`src/sv/u2u_pkg.sv`:
```
// Shared types and constants for the UTF-8 to UTF-16 decoder.
`timescale 1ns / 1ps
`default_nettype none

package u2u_pkg;

  // Depth of the queue between the byte front end and the decode back end.
  localparam int unsigned QUEUE_DEPTH = 4;

  localparam logic [7:0] LEAD2_MASK = 8'h1f;
  localparam logic [7:0] LEAD3_MASK = 8'h0f;
  localparam logic [7:0] CONT_MASK  = 8'h3f;
  localparam logic [7:0] ASCII_MAX  = 8'h7f;
  localparam logic [7:0] LEAD2_SEL  = 8'he0;
  localparam logic [7:0] LEAD2_TAG  = 8'hc0;
  localparam logic [7:0] LEAD3_SEL  = 8'hf0;
  localparam logic [7:0] LEAD3_TAG  = 8'he0;

  localparam logic [1:0] PEND_LEAD2 = 2'd1;
  localparam logic [1:0] PEND_LEAD3 = 2'd2;

  // Byte class as seen with no sequence open.
  typedef enum logic [2:0] {
    CLS_ZERO,
    CLS_ASCII,
    CLS_LEAD2,
    CLS_LEAD3,
    CLS_OTHER
  } u2u_class_e;

  typedef struct packed {
    u2u_class_e cls;
    logic [7:0] data;
  } u2u_item_t;

endpackage

`default_nettype wire

```
`src/sv/u2u_queue.sv`:
```
// Short FIFO of classified bytes between front and back end.
`timescale 1ns / 1ps
`default_nettype none

module u2u_queue #(
  parameter int unsigned Depth = u2u_pkg::QUEUE_DEPTH
) (
  input  wire                clk_i,
  input  wire                rst_ni,
  input  wire                push_i,
  input  u2u_pkg::u2u_item_t data_i,
  output logic               full_o,
  input  wire                pop_i,
  output u2u_pkg::u2u_item_t data_o,
  output logic               empty_o
);

  localparam int unsigned PtrW = (Depth > 1) ? $clog2(Depth) : 1;
  localparam int unsigned CntW = $clog2(Depth + 1);

  u2u_pkg::u2u_item_t mem_q [Depth];
  logic [PtrW-1:0] wr_ptr_q, wr_ptr_d, rd_ptr_q, rd_ptr_d;
  logic [CntW-1:0] count_q, count_d;
  logic do_push, do_pop;

  assign full_o  = (count_q == CntW'(Depth));
  assign empty_o = (count_q == '0);
  assign do_push = push_i && !full_o;
  assign do_pop  = pop_i && !empty_o;
  assign data_o  = mem_q[rd_ptr_q];

  always_comb begin
    wr_ptr_d = wr_ptr_q;
    rd_ptr_d = rd_ptr_q;
    count_d  = count_q;
    if (do_push) begin
      wr_ptr_d = (wr_ptr_q == PtrW'(Depth - 1)) ? '0 : wr_ptr_q + 1'b1;
    end
    if (do_pop) begin
      rd_ptr_d = (rd_ptr_q == PtrW'(Depth - 1)) ? '0 : rd_ptr_q + 1'b1;
    end
    case ({do_push, do_pop})
      2'b10:   count_d = count_q + 1'b1;
      2'b01:   count_d = count_q - 1'b1;
      default: count_d = count_q;
    endcase
  end

  always_ff @(posedge clk_i or negedge rst_ni) begin
    if (!rst_ni) begin
      wr_ptr_q <= '0;
      rd_ptr_q <= '0;
      count_q  <= '0;
    end else begin
      wr_ptr_q <= wr_ptr_d;
      rd_ptr_q <= rd_ptr_d;
      count_q  <= count_d;
    end
  end

  always_ff @(posedge clk_i) begin
    if (do_push) begin
      mem_q[wr_ptr_q] <= data_i;
    end
  end

`ifndef SYNTH
  a_count_bound: assert property (@(posedge clk_i) disable iff (!rst_ni)
    count_q <= CntW'(Depth))
    else $error("queue count beyond depth");

  a_push_grows: assert property (@(posedge clk_i) disable iff (!rst_ni)
    (do_push && !do_pop) |=> (count_q == $past(count_q) + 1'b1))
    else $error("queue count did not grow on push");

  a_pop_shrinks: assert property (@(posedge clk_i) disable iff (!rst_ni)
    (do_pop && !do_push) |=> (count_q == $past(count_q) - 1'b1))
    else $error("queue count did not shrink on pop");
`endif

endmodule

`default_nettype wire

```
`src/sv/u2u_front.sv`:
```
// Front end: accepts input bytes, classifies them and queues them.
`timescale 1ns / 1ps
`default_nettype none

module u2u_front #(
  parameter int unsigned QueueDepth = u2u_pkg::QUEUE_DEPTH
) (
  input  wire                clk_i,
  input  wire                rst_ni,
  input  wire                push_i,
  input  wire  [7:0]         byte_in_i,
  output logic               full_o,
  output logic               item_valid_o,
  output u2u_pkg::u2u_item_t item_o,
  input  wire                item_ready_i
);

  u2u_pkg::u2u_item_t cls_item;
  logic q_empty;

  always_comb begin
    cls_item.data = byte_in_i;
    if (byte_in_i == 8'h00) begin
      cls_item.cls = u2u_pkg::CLS_ZERO;
    end else if (byte_in_i <= u2u_pkg::ASCII_MAX) begin
      cls_item.cls = u2u_pkg::CLS_ASCII;
    end else if ((byte_in_i & u2u_pkg::LEAD2_SEL) == u2u_pkg::LEAD2_TAG) begin
      cls_item.cls = u2u_pkg::CLS_LEAD2;
    end else if ((byte_in_i & u2u_pkg::LEAD3_SEL) == u2u_pkg::LEAD3_TAG) begin
      cls_item.cls = u2u_pkg::CLS_LEAD3;
    end else begin
      cls_item.cls = u2u_pkg::CLS_OTHER;
    end
  end

  u2u_queue #(
    .Depth(QueueDepth)
  ) u_queue (
    .clk_i  (clk_i),
    .rst_ni (rst_ni),
    .push_i (push_i),
    .data_i (cls_item),
    .full_o (full_o),
    .pop_i  (item_ready_i),
    .data_o (item_o),
    .empty_o(q_empty)
  );

  assign item_valid_o = !q_empty;

endmodule

`default_nettype wire

```
`src/sv/u2u_back.sv`:
```
// Back end: sequence state, code unit assembly and the result register.
`timescale 1ns / 1ps
`default_nettype none

module u2u_back (
  input  wire                clk_i,
  input  wire                rst_ni,
  input  wire                item_valid_i,
  input  u2u_pkg::u2u_item_t item_i,
  output logic               item_ready_o,
  output logic               empty_o,
  input  wire                pop_i,
  output logic [15:0]        code_unit_o,
  output logic               end_of_text_o
);

  logic [1:0]  pending_q, pending_d;
  logic [11:0] partial_q, partial_d;
  logic        out_valid_q, out_valid_d;
  logic [15:0] out_unit_q;
  logic        out_eot_q;

  logic        take, emit, emit_eot;
  logic [15:0] emit_unit, acc;
  logic [5:0]  cont_bits;
  logic [1:0]  pending_dec;

  // The result register can load whenever it is free or being drained.
  assign item_ready_o = !out_valid_q || pop_i;
  assign take         = item_valid_i && item_ready_o;

  assign cont_bits   = 6'(item_i.data & u2u_pkg::CONT_MASK);
  assign acc         = {partial_q[9:0], cont_bits};
  assign pending_dec = pending_q - 1'b1;

  always_comb begin
    pending_d = pending_q;
    partial_d = partial_q;
    emit      = 1'b0;
    emit_eot  = 1'b0;
    emit_unit = '0;
    if (item_i.cls == u2u_pkg::CLS_ZERO) begin
      // Terminator, also inside a sequence: drop the partial bits.
      pending_d = '0;
      partial_d = '0;
      emit      = 1'b1;
      emit_eot  = 1'b1;
    end else if (pending_q != '0) begin
      // Any nonzero byte counts as a continuation here.
      pending_d = pending_dec;
      if (pending_dec == '0) begin
        partial_d = '0;
        emit      = 1'b1;
        emit_unit = acc;
      end else begin
        partial_d = acc[11:0];
      end
    end else begin
      case (item_i.cls)
        u2u_pkg::CLS_ASCII: begin
          emit      = 1'b1;
          emit_unit = {8'h00, item_i.data};
        end
        u2u_pkg::CLS_LEAD2: begin
          pending_d = u2u_pkg::PEND_LEAD2;
          partial_d = 12'(item_i.data & u2u_pkg::LEAD2_MASK);
        end
        u2u_pkg::CLS_LEAD3: begin
          pending_d = u2u_pkg::PEND_LEAD3;
          partial_d = 12'(item_i.data & u2u_pkg::LEAD3_MASK);
        end
        default: begin
          // Stray or unsupported lead byte: skipped.
        end
      endcase
    end
  end

  always_comb begin
    if (take) begin
      out_valid_d = emit;
    end else if (pop_i) begin
      out_valid_d = 1'b0;
    end else begin
      out_valid_d = out_valid_q;
    end
  end

  always_ff @(posedge clk_i or negedge rst_ni) begin
    if (!rst_ni) begin
      pending_q   <= '0;
      partial_q   <= '0;
      out_valid_q <= 1'b0;
    end else begin
      out_valid_q <= out_valid_d;
      if (take) begin
        pending_q <= pending_d;
        partial_q <= partial_d;
      end
    end
  end

  always_ff @(posedge clk_i) begin
    if (take && emit) begin
      out_unit_q <= emit_unit;
      out_eot_q  <= emit_eot;
    end
  end

  assign empty_o       = !out_valid_q;
  assign code_unit_o   = out_unit_q;
  assign end_of_text_o = out_eot_q;

`ifndef SYNTH
  a_eot_zero: assert property (@(posedge clk_i) disable iff (!rst_ni)
    (out_valid_q && out_eot_q) |-> (out_unit_q == '0))
    else $error("terminator carries a nonzero code unit");

  a_zero_closes: assert property (@(posedge clk_i) disable iff (!rst_ni)
    (take && item_i.cls == u2u_pkg::CLS_ZERO) |=> (pending_q == '0 && partial_q == '0))
    else $error("zero byte left a sequence open");

  a_pending_range: assert property (@(posedge clk_i) disable iff (!rst_ni)
    pending_q != 2'd3)
    else $error("pending count out of range");

  a_no_take_over: assert property (@(posedge clk_i) disable iff (!rst_ni)
    (out_valid_q && !pop_i) |-> !take)
    else $error("result register overwritten while held");
`endif

endmodule

`default_nettype wire

```
`src/sv/utf8_to_utf16_decoder.sv`:
```
// Top level of the UTF-8 to UTF-16 (BMP) stream decoder.
// Path: each byte is classified into the queue, then decoded into the result register once that register is free.
// Throughput: one byte per cycle while the queue is not full and the result register is free or being popped.
// Reset: rst_ni clears the queue, the result register and any open sequence at once.
`timescale 1ns / 1ps
`default_nettype none

module utf8_to_utf16_decoder #(
  parameter int unsigned QueueDepth = u2u_pkg::QUEUE_DEPTH
) (
  input  wire         clk_i,
  input  wire         rst_ni,
  // Byte side: a transaction is push_i high while full_o is low.
  input  wire         push_i,
  input  wire  [7:0]  byte_in_i,
  output logic        full_o,
  // Result side: a transaction is pop_i high while empty_o is low.
  input  wire         pop_i,
  output logic        empty_o,
  output logic [15:0] code_unit_o,
  output logic        end_of_text_o
);

  // Classified bytes leave the front queue toward the decoder.
  logic               item_valid;
  logic               item_ready;
  u2u_pkg::u2u_item_t item;

  // Front end: classifies each byte on entry and buffers it, so the byte
  // side keeps running while the result side stalls, until the queue is full.
  u2u_front #(
    .QueueDepth(QueueDepth)
  ) u_front (
    .clk_i       (clk_i),
    .rst_ni      (rst_ni),
    .push_i      (push_i),
    .byte_in_i   (byte_in_i),
    .full_o      (full_o),
    .item_valid_o(item_valid),
    .item_o      (item),
    .item_ready_i(item_ready)
  );

  // Back end: tracks the open sequence, builds the code unit and holds
  // the oldest result until it is popped.
  u2u_back u_back (
    .clk_i        (clk_i),
    .rst_ni       (rst_ni),
    .item_valid_i (item_valid),
    .item_i       (item),
    .item_ready_o (item_ready),
    .empty_o      (empty_o),
    .pop_i        (pop_i),
    .code_unit_o  (code_unit_o),
    .end_of_text_o(end_of_text_o)
  );

endmodule

`default_nettype wire

```
`config.mk`:
```
export PLATFORM = sky130hd
export DESIGN_NAME = utf8_to_utf16_decoder
export DESIGN_NICKNAME = d
export VERILOG_FILES = /design/src/sv/u2u_pkg.sv /design/src/sv/u2u_queue.sv /design/src/sv/u2u_front.sv /design/src/sv/u2u_back.sv /design/src/sv/utf8_to_utf16_decoder.sv
export SDC_FILE = /design/constraint.sdc
export NUM_CORES = 1
export LEC_CHECK = 0
export ABC_AREA = 0
export ABC_CLOCK_PERIOD_IN_PS = 7000
export BUFFER_PORTS_ARGS = -buffer_cell sky130_fd_sc_hd__buf_2
export CAP_MARGIN = 20
export CORE_UTILIZATION = 60
export CTS_CLUSTER_DIAMETER = 30
export DETAILED_ROUTE_END_ITERATION = 12
export PLACE_DENSITY = 0.79
export SETUP_SLACK_MARGIN = 0.1
export SLEW_MARGIN = 20
export SYNTH_ARGS = -nofsm -noshare
export SYNTH_HDL_FRONTEND = slang
export SYNTH_SLANG_ARGS = --single-unit
```
`constraint.sdc`:
```
create_clock -name clk_i -period 7 [get_ports clk_i]
set_input_delay 1.05 -clock clk_i [delete_from_list [all_inputs] [get_ports clk_i]]
set_output_delay 1.05 -clock clk_i [all_outputs]
set_load 0.02 [all_outputs]
```
* Yosys cells after proc, flatten, opt, wreduce, memory -nomap -nowiden
Memories as Yosys holds them, arrays and structs flattened.
Index checks and enable logic that the tools add are counted.
** Word-level totals
- Output and inout port bits :: 19
- Bits in writable memories :: 44
- Logic and storage cells :: 67
- Bits in registers :: 37
- ROM bits :: 0
- Bits in latches :: 0
- Memories kept :: 1
- Bits of input ports :: 12
** Cells by class
- Order comparisons :: 1
- $add $sub $neg :: 5
- Bitwise logic cells :: 0
- Reduce and logical (&&, ||, !) cells :: 16
- Multipliers :: 0
- Divide/modulo/power cells :: 0
- Equality and inequality tests :: 10
- Shift-type cells :: 0
- Mux-type cells :: 26
** Memory list
- u_front.u_queue.mem_q :: depth 4, bits a word 11, rd ports 1, clocked after memory_dff 0, write ports 1, RTL line u2u_queue.sv:21 : u2u_pkg::u2u_item_t mem_q [Depth];
** Operators with widths (number)
- two-way mux 16 bit :: 2
- two-way mux 10 bit :: 3
- one-hot mux 10 bit (2 select lines) :: 1
- two-way mux 3 bit :: 4
- two-way mux 1 bit :: 9
- <= comparator 8 x 7 -> 1 bit (second input constant) :: 1
- logical NOT 8 bit :: 1
- two-way mux 2 bit :: 4
- two-way mux 8 bit :: 1
- equality test 2 bit (second input constant) :: 3
- equality test 3 x 2 -> 1 bit (second input constant) :: 2
- equality test 3 bit (second input constant) :: 2
- logical NOT 3 bit :: 2
- one-hot mux 3 bit (2 select lines) :: 1
- nonzero test 2 bit :: 3
- adder 2 x 1 -> 2 bit (second input constant) :: 2
- equality test 4 bit (second input constant) :: 1
- one-hot mux 2 bit (2 select lines) :: 1
- nonzero test 4 bit :: 1
- adder 3 x 1 -> 3 bit (second input constant) :: 1
- equality test 3 x 1 -> 1 bit (second input constant) :: 1
- logical AND 1 bit :: 3
- logical NOT 1 bit :: 3
- subtractor 3 x 1 -> 3 bit (second input constant) :: 1
- 5 further kinds :: 5

* Logic depth before layout (Yosys ltp)
Gate-level depths: netlist (run 1).
- Depth after elaboration :: 6
- Mapped depth :: 9
- Mapped depth without buffers :: 8

* By module
Synthesis (run 1) repeated with hierarchy kept, for this count alone.
** Unflattened totals
- Cells, all modules :: 219
- Area total of the unflattened synthesis :: 3465.8 um2
** Modules (own cells, without submodules)
- u2u_queue :: area each 2075.7 um2, seq. area each 1496.4 um2, instances 1, cells each 97
- u2u_back :: area each 1337.5 um2, seq. area each 835.8 um2, instances 1, cells each 112
- u2u_front :: area each 52.6 um2, seq. area each 0.0 um2, instances 1, cells each 10

* Least setup slack after synthesis (run 1)
No wires, ideal clock.
- Kind :: flip-flop to flip-flop
- Start :: register u_front.u_queue.rd_ptr_q[0]
- End :: register u_back.out_unit_q[0], in the netlist u_back.code_unit_o[0] (enable)
- Arrival time :: 2465 ps
- Data required time :: 6603 ps
- Setup time :: 397 ps
- Period minus slack after synthesis :: 2862 ps
- Path buffers :: 2
- Slack :: 4138 ps
- Cell stages (with the launch flop) :: 6
- Path through :: dfrtp_1 > buf_6 > mux4_2 > or3_1 > buf_6 > a21oi_1
** Between the ends
- Longest elaborated chain between the ends :: 6
- Elaborated cells on any way between the ends :: 7
- Those cells by class :: eq/ne: 1; mux: 3; reduce/logical: 2; memory: 1
** RTL lines
- start: declaration :: RTL line u2u_queue.sv:22 : logic [PtrW-1:0] wr_ptr_q, wr_ptr_d, rd_ptr_q, rd_ptr_d;
- start signal: assignment :: RTL line u2u_queue.sv:56 : rd_ptr_q <= rd_ptr_d;
- memory read (4 x 11 bit) (*)
- equality test 3 x 1 -> 1 bit :: RTL line u2u_back.sv:59 : case (item_i.cls)
- two-way mux 1 bit :: RTL line u2u_back.sv:59
- two-way mux 1 bit :: RTL line u2u_back.sv:48 : end else if (pending_q != '0) begin
- two-way mux 1 bit (*) :: RTL line u2u_back.sv:42 : if (item_i.cls == u2u_pkg::CLS_ZERO) begin
- logical AND 1 bit (*) :: RTL line u2u_back.sv:104 : if (take && emit) begin
- end signal: assignment :: RTL line u2u_back.sv:105 : out_unit_q <= emit_unit;
- end: declaration :: RTL line u2u_back.sv:20 : logic [15:0] out_unit_q;
Mark *: on every way between the ends. The rest lies on a longest branch, timed or not.
A chain may end at the register's enable or synchronous reset.

* Worst setup path in the final report (run 1)
- Start :: register u_front.u_queue.rd_ptr_q[0]
- End :: register u_back.out_unit_q[10], in the netlist u_back.code_unit_o[10] (enable)
Same word-level chain as after synthesis.

==> results of run 1 <==
per-layer routing:
metal,part of all wire,global-route usage
met5,0,0
met1,0.46,0.277
met2,0.48,0.304
met3,0.036,0.0405
met4,0.024,0.108
power groups by stage:
| stage | registers [mW] | clock network, mW | logic [mW] |
|---|---|---|---|
| global placement | 0.817 | 0 | 0.627 |
| finish | 0.810 | 0.310 | 0.641 |
| CTS | 0.813 | 0.312 | 0.646 |
| global route | 0.832 | 0.335 | 0.707 |
| floorplan | 0.839 | 0 | 0.465 |
| detailed placement | 0.824 | 0 | 0.643 |
how the worst min path moves through the flow:
| stage | start | end | slack, ns | cells past startpoint |
|---|---|---|---|---|
| final | u_back.partial_q[4] | u_back.partial_q[4] | 0.49 | 1 |
| after global routing | u_back.partial_q[4] | u_back.partial_q[4] | 0.51 | 1 |
| after CTS | u_back.partial_q[4] | u_back.partial_q[4] | 0.50 | 1 |
| after detailed placement | u_back.partial_q[4] | u_back.partial_q[4] | 0.48 | 1 |
| after global placement | u_back.partial_q[4] | u_back.partial_q[4] | 0.47 | 1 |
| after floorplan | u_front.u_queue.count_q[2] | u_front.u_queue.count_q[2] | 0.45 | 1 |
registers in the layout, summed over array words and instances (netlist names):
register                  cells
u_back.out_valid_q            1
u_front.u_queue.rd_ptr_q      2
u_back.pending_q              2
u_back.end_of_text_o          1
u_back.partial_q             10
u_front.u_queue.wr_ptr_q      2
u_front.u_queue.count_q       3
u_front.u_queue.mem_q        44
u_back.code_unit_o           16
metrics by stage:
step / setup WS (ns) / power [mW] / cell area, um2 / instances / hold WS, ns
after floorplan: 4.14 / 1.30 / 3400 / 214 / 0.447
after global placement: 3.78 / 1.44 / 3600 / 309 / 0.474
after detailed placement: 3.70 / 1.47 / 3600 / 309 / 0.480
after CTS: 3.68 / 1.77 / 3780 / 325 / 0.498
after global routing: 3.47 / 1.87 / 3780 / 325 / 0.507
final: 3.73 / 1.76 / 3780 / 325 / 0.491
cell families (layout without fill, tap and decap cells):
family,count (synthesis),after routing,synth area share
compound gates,31,31,0.0670
xor+xnor,3,3,0.00773
fa+ha+maj,7,7,0.0280
buf+inv,15,54,0.0258
flops,81,81,0.686
mux,14,14,0.0821
simple gates,63,63,0.103
cells in the final DEF (no fill, tap or decap), types with 2 or more instances in the layout:
cell type	n
clkbuf_1	2
nand3_1	3
clkbuf_8	9
or3_1	2
a21oi_1	5
nand2_1	10
o21ai_0	5
mux2i_1	2
nor2b_1	3
clkinv_4	2
edfxtp_1	61
nand2b_1	5
buf_2	30
ha_1	6
a22o_1	10
clkinv_2	2
and2_1	18
mux4_2	11
inv_1	5
a32oi_1	2
nor2_1	12
xnor2_1	2
dfrtp_1	20
layout make-up:
cell class | instances | area (um2) | share of cell area
flip-flops and latches | 81 | 2330 | 0.617
clock buffers | 12 | 156 | 0.0414
clock inverters | 4 | 27.5 | 0.00728
multi-input cells | 118 | 978 | 0.259
repair buffers | 31 | 158 | 0.0417
well taps | 72 | 90.1 | 0.0238
inverters | 7 | 38.8 | 0.0103
worst register-to-register path, cell delays in order, from the launching register on:
cell and delay (ns):
dfrtp_1 0.86, mux4_2 0.70, or3_1 0.60, a21oi_1 0.51, buf_4 0.30
==> impl_metrics.env, run 1 <==
export IMPL_status="completed"
export IMPL_io_pins=31
export IMPL_required_ns=7.04
export IMPL_switchingPower_uw=637
export IMPL_min_period_ns=3.27
export IMPL_root_buffer="clkbuf_8"
export IMPL_syn_area_um2=3400
export IMPL_hold_viol_final=0
export IMPL_synthCells=214
export IMPL_synth_seq_cells=81
export IMPL_synthArstFlopShare=0.247
export IMPL_rsz0062_at_grt="no"
export IMPL_crit_chain="mux4_2 > or3_1 > a21oi_1 > buf_4"
export IMPL_slowest_delay_ns=0.86
export IMPL_finish_net_count=267
export IMPL_tns_ns=0
export IMPL_vias=1834
export IMPL_powerDensity_nw_per_um2=466
export IMPL_cp_start_kind="flop"
export IMPL_grt_pass1_vias=1786
export IMPL_cts_tree="yes"
export IMPL_synth_ff_type="edfxtp_1"
export IMPL_cpLargestDelayFamily="flip-flops"
export IMPL_routedWlPerCell_um=16.0
export IMPL_fillers=374
export IMPL_drive_above_1_share=0.245
export IMPL_synth_edf_count=61
export IMPL_p_seq_frac=0.460
export IMPL_p_sw_frac=0.362
export IMPL_p_leak_nw=1.46
export IMPL_cp_num_buf_inv=1
export IMPL_synth_most_common_cell="edfxtp_1"
export IMPL_critical_path_slowest_cell="dfrtp_1"
export IMPL_viasPerCell=5.64
export IMPL_clk_insertion_delay_late_ns=0.35
export IMPL_hpwl_um=3640
export IMPL_p_comb_frac=0.364
export IMPL_ir_drop_mv=0.203
export IMPL_antenna_found_initial=0
export IMPL_cts_resized=0
export IMPL_clkSlewWorstSetupHoldPaths_ns=0.08
export IMPL_dieHeight_um=77.3
export IMPL_synth_yosys_seq_area_share=0.686
export IMPL_route_detailed_drc=0
export IMPL_cts_sinks=81
export IMPL_firstDrtPassIters=4
export IMPL_crit_start="u_front.u_queue.rd_ptr_q[0]"
export IMPL_die_w_um=77.3
export IMPL_postRouteAntennaNets=0
export IMPL_grt_overflow=0
export IMPL_path_max_fanout=16
export IMPL_antenna_cells=0
export IMPL_grt_max_degree=21
export IMPL_rr_worst_depth=4
export IMPL_power_internal_mw=1.12
export IMPL_area_growth_synth_to_final_pct=11.3
export IMPL_synthDistinctLibCells=45
export IMPL_ctsHtreeMaxLevel=3
export IMPL_slew_viol_final=0
export IMPL_grt_first_pass_wirelength_um=8730
export IMPL_timing_rr_start="u_front.u_queue.rd_ptr_q[0]"
export IMPL_setup_worst_path_class="reg2reg"
export IMPL_cts_setup_buffers=0
export IMPL_synth_top_area_share=0.539
export IMPL_first_iter_violations=106
export IMPL_yosysWarnings=0
export IMPL_crit_path_end="u_back.code_unit_o[10]"
export IMPL_timing_rr_end="u_back.code_unit_o[10]"
export IMPL_coreArea_um2=5470
export IMPL_initial_core_util=0.621
export IMPL_yosys_area_top_type="edfxtp_1"
export IMPL_fin_skew_ns=0.0115
export IMPL_maxCapViolCount=0
export IMPL_port_buffer_count=30
export IMPL_grt_usage=0.201
export IMPL_period_share=0.467
export IMPL_postRouteWirelength_um=5210
export IMPL_worstHoldPathType="reg2reg"
export IMPL_synth_net_count=233
export IMPL_postCtsHoldBufs=0
export IMPL_slew_headroom=0.475
export IMPL_arrival_ns=3.32
export IMPL_timing_fmax_ghz=0.306
export IMPL_finalSetupViolations=0
export IMPL_syn_avg_cell_area_um2=15.9
export IMPL_cp_end_kind="flop"
export IMPL_rrSetupSlack_ns=3.73
export IMPL_critical_path_depth=4
export IMPL_cts_buffers=9
export IMPL_synth_area_top_cells="edfxtp_1 54%, dfrtp_1 15%, mux4_2 7.3%"
export IMPL_gp_congestion=0.845
export IMPL_worst_slew_pin_slew_ns=0.787
export IMPL_rows=27
export IMPL_cts_buffer_depth=2
export IMPL_die_area_um2=5970
export IMPL_synthTopCellsByCount="61 x edfxtp_1, 20 x dfrtp_1, 18 x and2_1, 12 x nor2_1, 11 x mux4_2"
export IMPL_final_core_util=0.691
export IMPL_power_frac_clock=0.176
Power figures use the tool's default switching activity.
==> run 2: changes to the inputs <==
ABC_AREA = 1   (was 0)
ABC_CLOCK_PERIOD_IN_PS = 2800   (was 7000)
CORE_UTILIZATION = 53   (was 60)
PLACE_DENSITY = 0.74   (was 0.79)
clock period = 2.8 ns   (was 7 ns; I/O delays follow)
==> run 2 against run 1 <==
The run now ends with DRC left. Setup slack lost 3.1 ns. Critical path type unchanged. Critical path depth is 4 higher. Clock-buffer cell count down 2. Synthesized cell count is 53% higher. Total power rose to 2.7 times the previous value. Register-to-register slack got worse by 3.1 ns. Maximum frequency increased by 48%. Area after synthesis increased by 7.1%. Non-clock buffer count is 6 higher. Flip-flop and latch count did not move. Cell area grew 6.3%.
==> impl_metrics.env, run 2 <==
export IMPL_grt_first_pass_wirelength_um=10200
export IMPL_p_sw_frac=0.425
export IMPL_p_leak_nw=1.71
export IMPL_routedWlPerCell_um=13.7
export IMPL_synth_net_count=347
export IMPL_tns_ns=0
export IMPL_hold_viol_final=0
export IMPL_syn_avg_cell_area_um2=11.1
export IMPL_path_max_fanout=24
export IMPL_period_share=0.787
export IMPL_rsz0062_at_grt="no"
export IMPL_final_common_cell="nand2_1"
export IMPL_hpwl_um=4300
export IMPL_slew_headroom=0.591
export IMPL_finalSetupViolations=0
export IMPL_antenna_cells=0
export IMPL_port_buffer_count=30
export IMPL_switchingPower_mw=2.05
export IMPL_required_ns=2.79
export IMPL_worst_slew_pin_slew_ns=0.612
export IMPL_area_growth_synth_to_final_pct=10.5
export IMPL_p_comb_frac=0.432
export IMPL_initial_core_util=0.560
export IMPL_crit_top_cell="nand2_1"
export IMPL_power_internal_mw=2.76
export IMPL_dieHeight_um=84.9
export IMPL_worstHoldPathType="in2async"
export IMPL_cts_tree="yes"
export IMPL_powerDensity_nw_per_um2=1200
export IMPL_viasPerCell=5.09
export IMPL_clk_insertion_delay_late_ns=0.36
export IMPL_yosys_area_top_type="edfxtp_1"
export IMPL_grt_max_degree=25
export IMPL_arrival_ns=2.20
export IMPL_vias=2275
export IMPL_maxCapViolCount=0
export IMPL_dpl_cell_area_um2=3840
export IMPL_synthTopCellsByCount="78 x nand2_1, 61 x edfxtp_1, 34 x nor2_1, 31 x inv_1"
export IMPL_cts_buffers=9
export IMPL_ctsHtreeMaxLevel=3
export IMPL_power_frac_clock=0.159
export IMPL_postRouteAntennaNets=0
export IMPL_cp_num_buf_inv=2
export IMPL_cts_buffer_depth=2
export IMPL_grt_pass1_vias=2152
export IMPL_critical_path_slowest_cell="dfrtp_1"
export IMPL_final_cell_area_um2=4020
export IMPL_syn_area_um2=3640
export IMPL_min_period_ns=2.20
export IMPL_top_register="u_front.u_queue.mem_q"
export IMPL_yosysWarnings=0
export IMPL_synthCells=328
export IMPL_synth_yosys_seq_area_share=0.641
export IMPL_largest_reg_flops=44
export IMPL_postCtsHoldBufs=0
export IMPL_clkSlewWorstSetupHoldPaths_ns=0.08
export IMPL_synth_area_top_cells="edfxtp_1 50%, dfrtp_1 14%, nand2_1 8.0%"
export IMPL_ir_drop_mv=0.498
export IMPL_fin_ws_ns=0.595
export IMPL_rows=29
export IMPL_cts_resized=0
export IMPL_setup_worst_path_class="reg2reg"
export IMPL_crit_chain="inv_6 > nand2_1 > nand3_1 > nand2_4 > o211ai_1 > nand2_1 > nand2_1 > inv_1"
export IMPL_slowest_delay_ns=0.64
export IMPL_cpLargestDelayFamily="flip-flops"
export IMPL_finish_net_count=384
export IMPL_cp_start_kind="flop"
export IMPL_cp_end_kind="flop"
export IMPL_synth_top_area_share=0.503
export IMPL_synth_seq_cells=81
export IMPL_gp_congestion=0.783
export IMPL_fin_skew_ns=0.00645
export IMPL_violations="DRC"
export IMPL_firstDrtPassIters=10
export IMPL_synthDistinctLibCells=34
export IMPL_first_iter_violations=108
export IMPL_grt_overflow=0
export IMPL_io_pins=31
export IMPL_grt_usage=0.191
export IMPL_drive_above_1_share=0.235
export IMPL_synth_edf_count=61
export IMPL_coreArea_um2=6490
export IMPL_postRouteWirelength_um=6110
export IMPL_p_seq_frac=0.409
export IMPL_timing_fmax_ghz=0.454
export IMPL_cts_sinks=81
export IMPL_dp_worst_setup_slack_ns=0.598
export IMPL_final_cell_mix="78 x nand2_1, 61 x edfxtp_1, 34 x nor2_1"
export IMPL_route_detailed_drc=4
export IMPL_synth_ff_type="edfxtp_1"
export IMPL_slew_viol_final=0
export IMPL_cts_setup_buffers=0
export IMPL_synthArstFlopShare=0.247
export IMPL_root_buffer="clkbuf_8"
export IMPL_antenna_found_initial=0
export IMPL_synth_most_common_cell="nand2_1"
export IMPL_die_w_um=84.9
export IMPL_die_area_um2=7200
export IMPL_status="finished, violations left"
[run 2: worst reg2reg max path, delay by kind of cell (launching register included)]
kind | cells | cell delay, ns
AOI/OAI and AO/OA | 1 | 0.09
and+or+nand+nor | 5 | 0.48
buffers and inverters | 2 | 0.63
DFF | 1 | 0.64
[run 2: layout make-up]
cell class,count,area [um2]
Multi-Input combinational cell,201,1070
Sequential cell,81,2330
Fill cell,519,2480
Clock buffer,10,128
Tap cell,77,96.3
Clock inverter,6,51.3
Timing Repair Buffer,37,203
Inverter,35,136
[run 2: routing by layer]
metal / GRT usage / wire length, um
met5: 0 / 0
met4: 0.0924 / 127
met3: 0.0496 / 241
met2: 0.309 / 3010
met1: 0.242 / 2730
[run 2: power by group through the flow]
stage / Sequential, mW / Combinational (mW) / Clock [mW]
2_1_floorplan: 2.10 / 1.58 / 0
3_3_place_gp: 1.98 / 2.04 / 0
3_5_place_dp: 1.99 / 2.10 / 0
4_1_cts: 1.97 / 2.10 / 0.789
5_1_grt: 2.01 / 2.34 / 0.832
6_report: 1.96 / 2.08 / 0.766
[run 2: metrics by stage]
step	instances	power, mW	utilization	hold slack [ns]
5_1_grt	447	5.17	0.619	0.0394
6_report	447	4.81	0.619	0.0136
3_5_place_dp	431	4.09	0.591	0.405
3_3_place_gp	431	4.02	0.591	0.400
2_1_floorplan	328	3.68	-	0.124
4_1_cts	447	4.86	0.619	0.0120
[run 2: worst paths after layout]
| check | from | endpoint | slack, ns | cells after the start |
|---|---|---|---|---|
| max in group asynchronous | rst_ni | u_back.partial_q[3] | 2.46 | 1 |
| min | rst_ni | u_back.partial_q[5] | 0.01 | 1 |
| max reg2reg | u_front.u_queue.rd_ptr_q[0] | u_back.code_unit_o[0] | 0.60 | 8 |
| min in group clk_i | byte_in_i[2] | u_front.u_queue.mem_q[1][2] | 0.29 | 1 |
| max | u_front.u_queue.rd_ptr_q[0] | u_back.code_unit_o[0] | 0.60 | 8 |
| min reg2reg | u_back.partial_q[7] | u_back.partial_q[7] | 0.49 | 2 |
[run 2: kinds of logic (layout without fill, tap and decap cells)]
logic type	Yosys count	count (layout)	share of synthesized area
and+or+nand+nor	156	156	0.197
buffers and inverters	46	88	0.0643
muxes	1	1	0.00309
AOI/OAI and AO/OA	35	35	0.0640
xor gates and xnor gates	2	2	0.00482
DFF	81	81	0.641
adders and majority gates	7	7	0.0261
==> run 3: changes to the inputs <==
ABC_AREA = 0   (was 1)
ABC_CLOCK_PERIOD_IN_PS = 1900   (was 2800)
clock period = 1.9 ns   (was 2.8 ns; I/O delays follow)
==> run 3 against run 2 <==
The flow finishes with violations (setup timing). First-iteration DRC count rose by 15%. Highest routed layer unchanged. Flip-flop and latch count unchanged. Total power rose by 62%. Sequential power rose by 48%. Combinational power increased by 67%. Via count is 13% lower. Clock power up 84%. Die area fell by 6.4%. Setup slack got worse by 0.72 ns. Clock skew about the same. Critical path depth down 3. Wire length decreased by 4.6%.
==> impl_metrics.env, run 3 (same netlist as run 1, synthesis figures left out) <==
export IMPL_fin_skew_ns=0.00689
export IMPL_slew_viol_final=0
export IMPL_cts_sinks=81
export IMPL_cp_end_kind="flop"
export IMPL_status="finished, violations left"
export IMPL_rr_worst_depth=5
export IMPL_maxCapViolCount=0
export IMPL_cts_tree="yes"
export IMPL_final_cell_mix="61 x edfxtp_1, 30 x buf_2, 25 x buf_4"
export IMPL_grt_max_degree=21
export IMPL_routedWlPerCell_um=16.2
export IMPL_ctsHtreeMaxLevel=3
export IMPL_cp_start_kind="flop"
export IMPL_min_period_ns=2.03
export IMPL_timing_rr_end="u_back.code_unit_o[6]"
export IMPL_die_w_um=82.1
export IMPL_hold_viol_final=0
export IMPL_rows=28
export IMPL_layoutNonFillerInstCount=360
export IMPL_die_area_um2=6740
export IMPL_period_share=1.07
export IMPL_largest_reg_flops=44
export IMPL_path_max_fanout=4
export IMPL_gp_congestion=0.745
export IMPL_timing_fmax_ghz=0.493
export IMPL_place_inst=336
export IMPL_crit_start="u_front.u_queue.rd_ptr_q[0]"
export IMPL_grt_pass1_vias=1947
export IMPL_top_register="u_front.u_queue.mem_q"
export IMPL_crit_chain="mux4_2 > or3_4 > buf_6 > a32oi_1 > nor2_1"
export IMPL_dieHeight_um=82.1
export IMPL_grt_overflow=0
export IMPL_required_ns=2.00
export IMPL_rsz0062_at_grt="yes"
export IMPL_postRouteWirelength_um=5830
export IMPL_vias=1987
export IMPL_timing_rr_start="u_front.u_queue.rd_ptr_q[0]"
export IMPL_ir_drop_mv=0.911
export IMPL_worst_slew_pin_slew_ns=0.488
export IMPL_slew_headroom=0.675
export IMPL_grt_usage=0.202
export IMPL_fin_ws_ns=-0.128
export IMPL_cts_buffers=9
export IMPL_clk_insertion_delay_late_ns=0.36
export IMPL_area_growth_synth_to_final_pct=25.0
export IMPL_first_iter_violations=124
export IMPL_viasPerCell=5.52
export IMPL_clkSlewWorstSetupHoldPaths_ns=0.09
export IMPL_finish_net_count=299
export IMPL_min_path_cells=1
export IMPL_firstDrtPassIters=4
export IMPL_route_detailed_drc=0
export IMPL_critical_path_slowest_cell="mux4_2"
export IMPL_cp_num_buf_inv=1
export IMPL_root_buffer="clkbuf_8"
export IMPL_setup_worst_path_class="reg2reg"
export IMPL_coreArea_um2=6060
export IMPL_finalSetupViolations=39
export IMPL_powerDensity_nw_per_um2=1830
export IMPL_hpwl_um=3890
export IMPL_final_core_util=0.701
export IMPL_cts_buffer_depth=2
export IMPL_p_leak_nw=1.68
export IMPL_postRouteAntennaNets=0
export IMPL_worstHoldPathType="in2reg"
export IMPL_cpLargestDelayFamily="multiplexers"
export IMPL_drive_above_1_share=0.428
export IMPL_power_mw=7.79
export IMPL_rrSetupSlack_ns=-0.13
export IMPL_slowest_delay_ns=0.52
export IMPL_antenna_found_initial=0
export IMPL_min_from="byte_in_i[2]"
export IMPL_grt_first_pass_wirelength_um=9490
export IMPL_final_common_cell="edfxtp_1"
export IMPL_antenna_cells=0
export IMPL_io_pins=31
export IMPL_hold_path_endpoint="u_front.u_queue.mem_q[2][2]"
export IMPL_arrival_ns=2.13
export IMPL_port_buffer_count=30
export IMPL_initial_core_util=0.561
export IMPL_critical_path_depth=5
export IMPL_violations="setup timing"
-- run 3: changes by cell type in the layout (fill, tap and decap cells not counted), sizes merged, moves of 5 or more --
cell and change:
a22o +10, nand2 -80, buf +25, o21ai -17, nand3 -20, inv -30, and2 +18, nand2b +5
nor2 -26, mux4 +11
-- run 3: repair_timing --
action / in CTS / in global routing
cloned: 1 / 0
pin swaps: 10 / 9
setup endpoints to repair: 48 / 48
resized for setup: 17 / 12
hold buffers: 1 / 0
setup buffers: 5 / 1
endpoints found under the hold margin: 20 / 0
-- run 3: how the worst max path moves through the flow --
stage                     slack (ns)                    end
after global routing           -0.20  u_back.code_unit_o[6]
after global placement         -0.20  u_back.code_unit_o[6]
after CTS                      -0.14  u_back.code_unit_o[6]
after floorplan                -0.38  u_back.code_unit_o[0]
final                          -0.13  u_back.code_unit_o[6]
after detailed placement       -0.28  u_back.code_unit_o[6]
-- run 3: stage by stage --
stage	hold slack [ns]	cell area [um2]	TNS, ns	setup WS, ns
finish	0.157	4250	-3.61	-0.128
global route	0.150	4250	-6.37	-0.202
CTS	0.148	4200	-4.15	-0.139
detailed placement	0.271	3850	-9.47	-0.282
global placement	0.264	3850	-6.83	-0.203
floorplan	-0.0106	3460	-7.83	-0.383
-- run 3: worst register-to-register path: stages, from the launching register on --
cell and delay [ns]:
dfrtp_2 0.42, mux4_2 0.52, or3_4 0.44, buf_6 0.14, a32oi_1 0.20, nor2_1 0.05
-- run 3: layout make-up --
type                       instances  area, um2
timing repair buffer              63        435
clock inverter                     7        103
multi-input combinational        118       1120
clock buffer                       9        124
tap                               75       93.8
inverter                           7       41.3
sequential                        81       2330
fill                             399       1810
-- run 3: layer usage --
| layer | share of wire | up-vias | track usage |
|---|---|---|---|
| met4 | 0.019 | 0 | 0.0947 |
| li1 | - | 943 | - |
| met1 | 0.44 | 986 | 0.261 |
| met2 | 0.50 | 48 | 0.321 |
| met5 | 0 | - | 0 |
| met3 | 0.038 | 10 | 0.0533 |
-- run 3: power breakdown --
| part | leakage (nW) | internal (mW) | switching, mW |
|---|---|---|---|
| registers | 0.824 | 2.61 | 0.300 |
| logic | 0.740 | 1.70 | 1.77 |
| clock network | 0.116 | 0.755 | 0.654 |
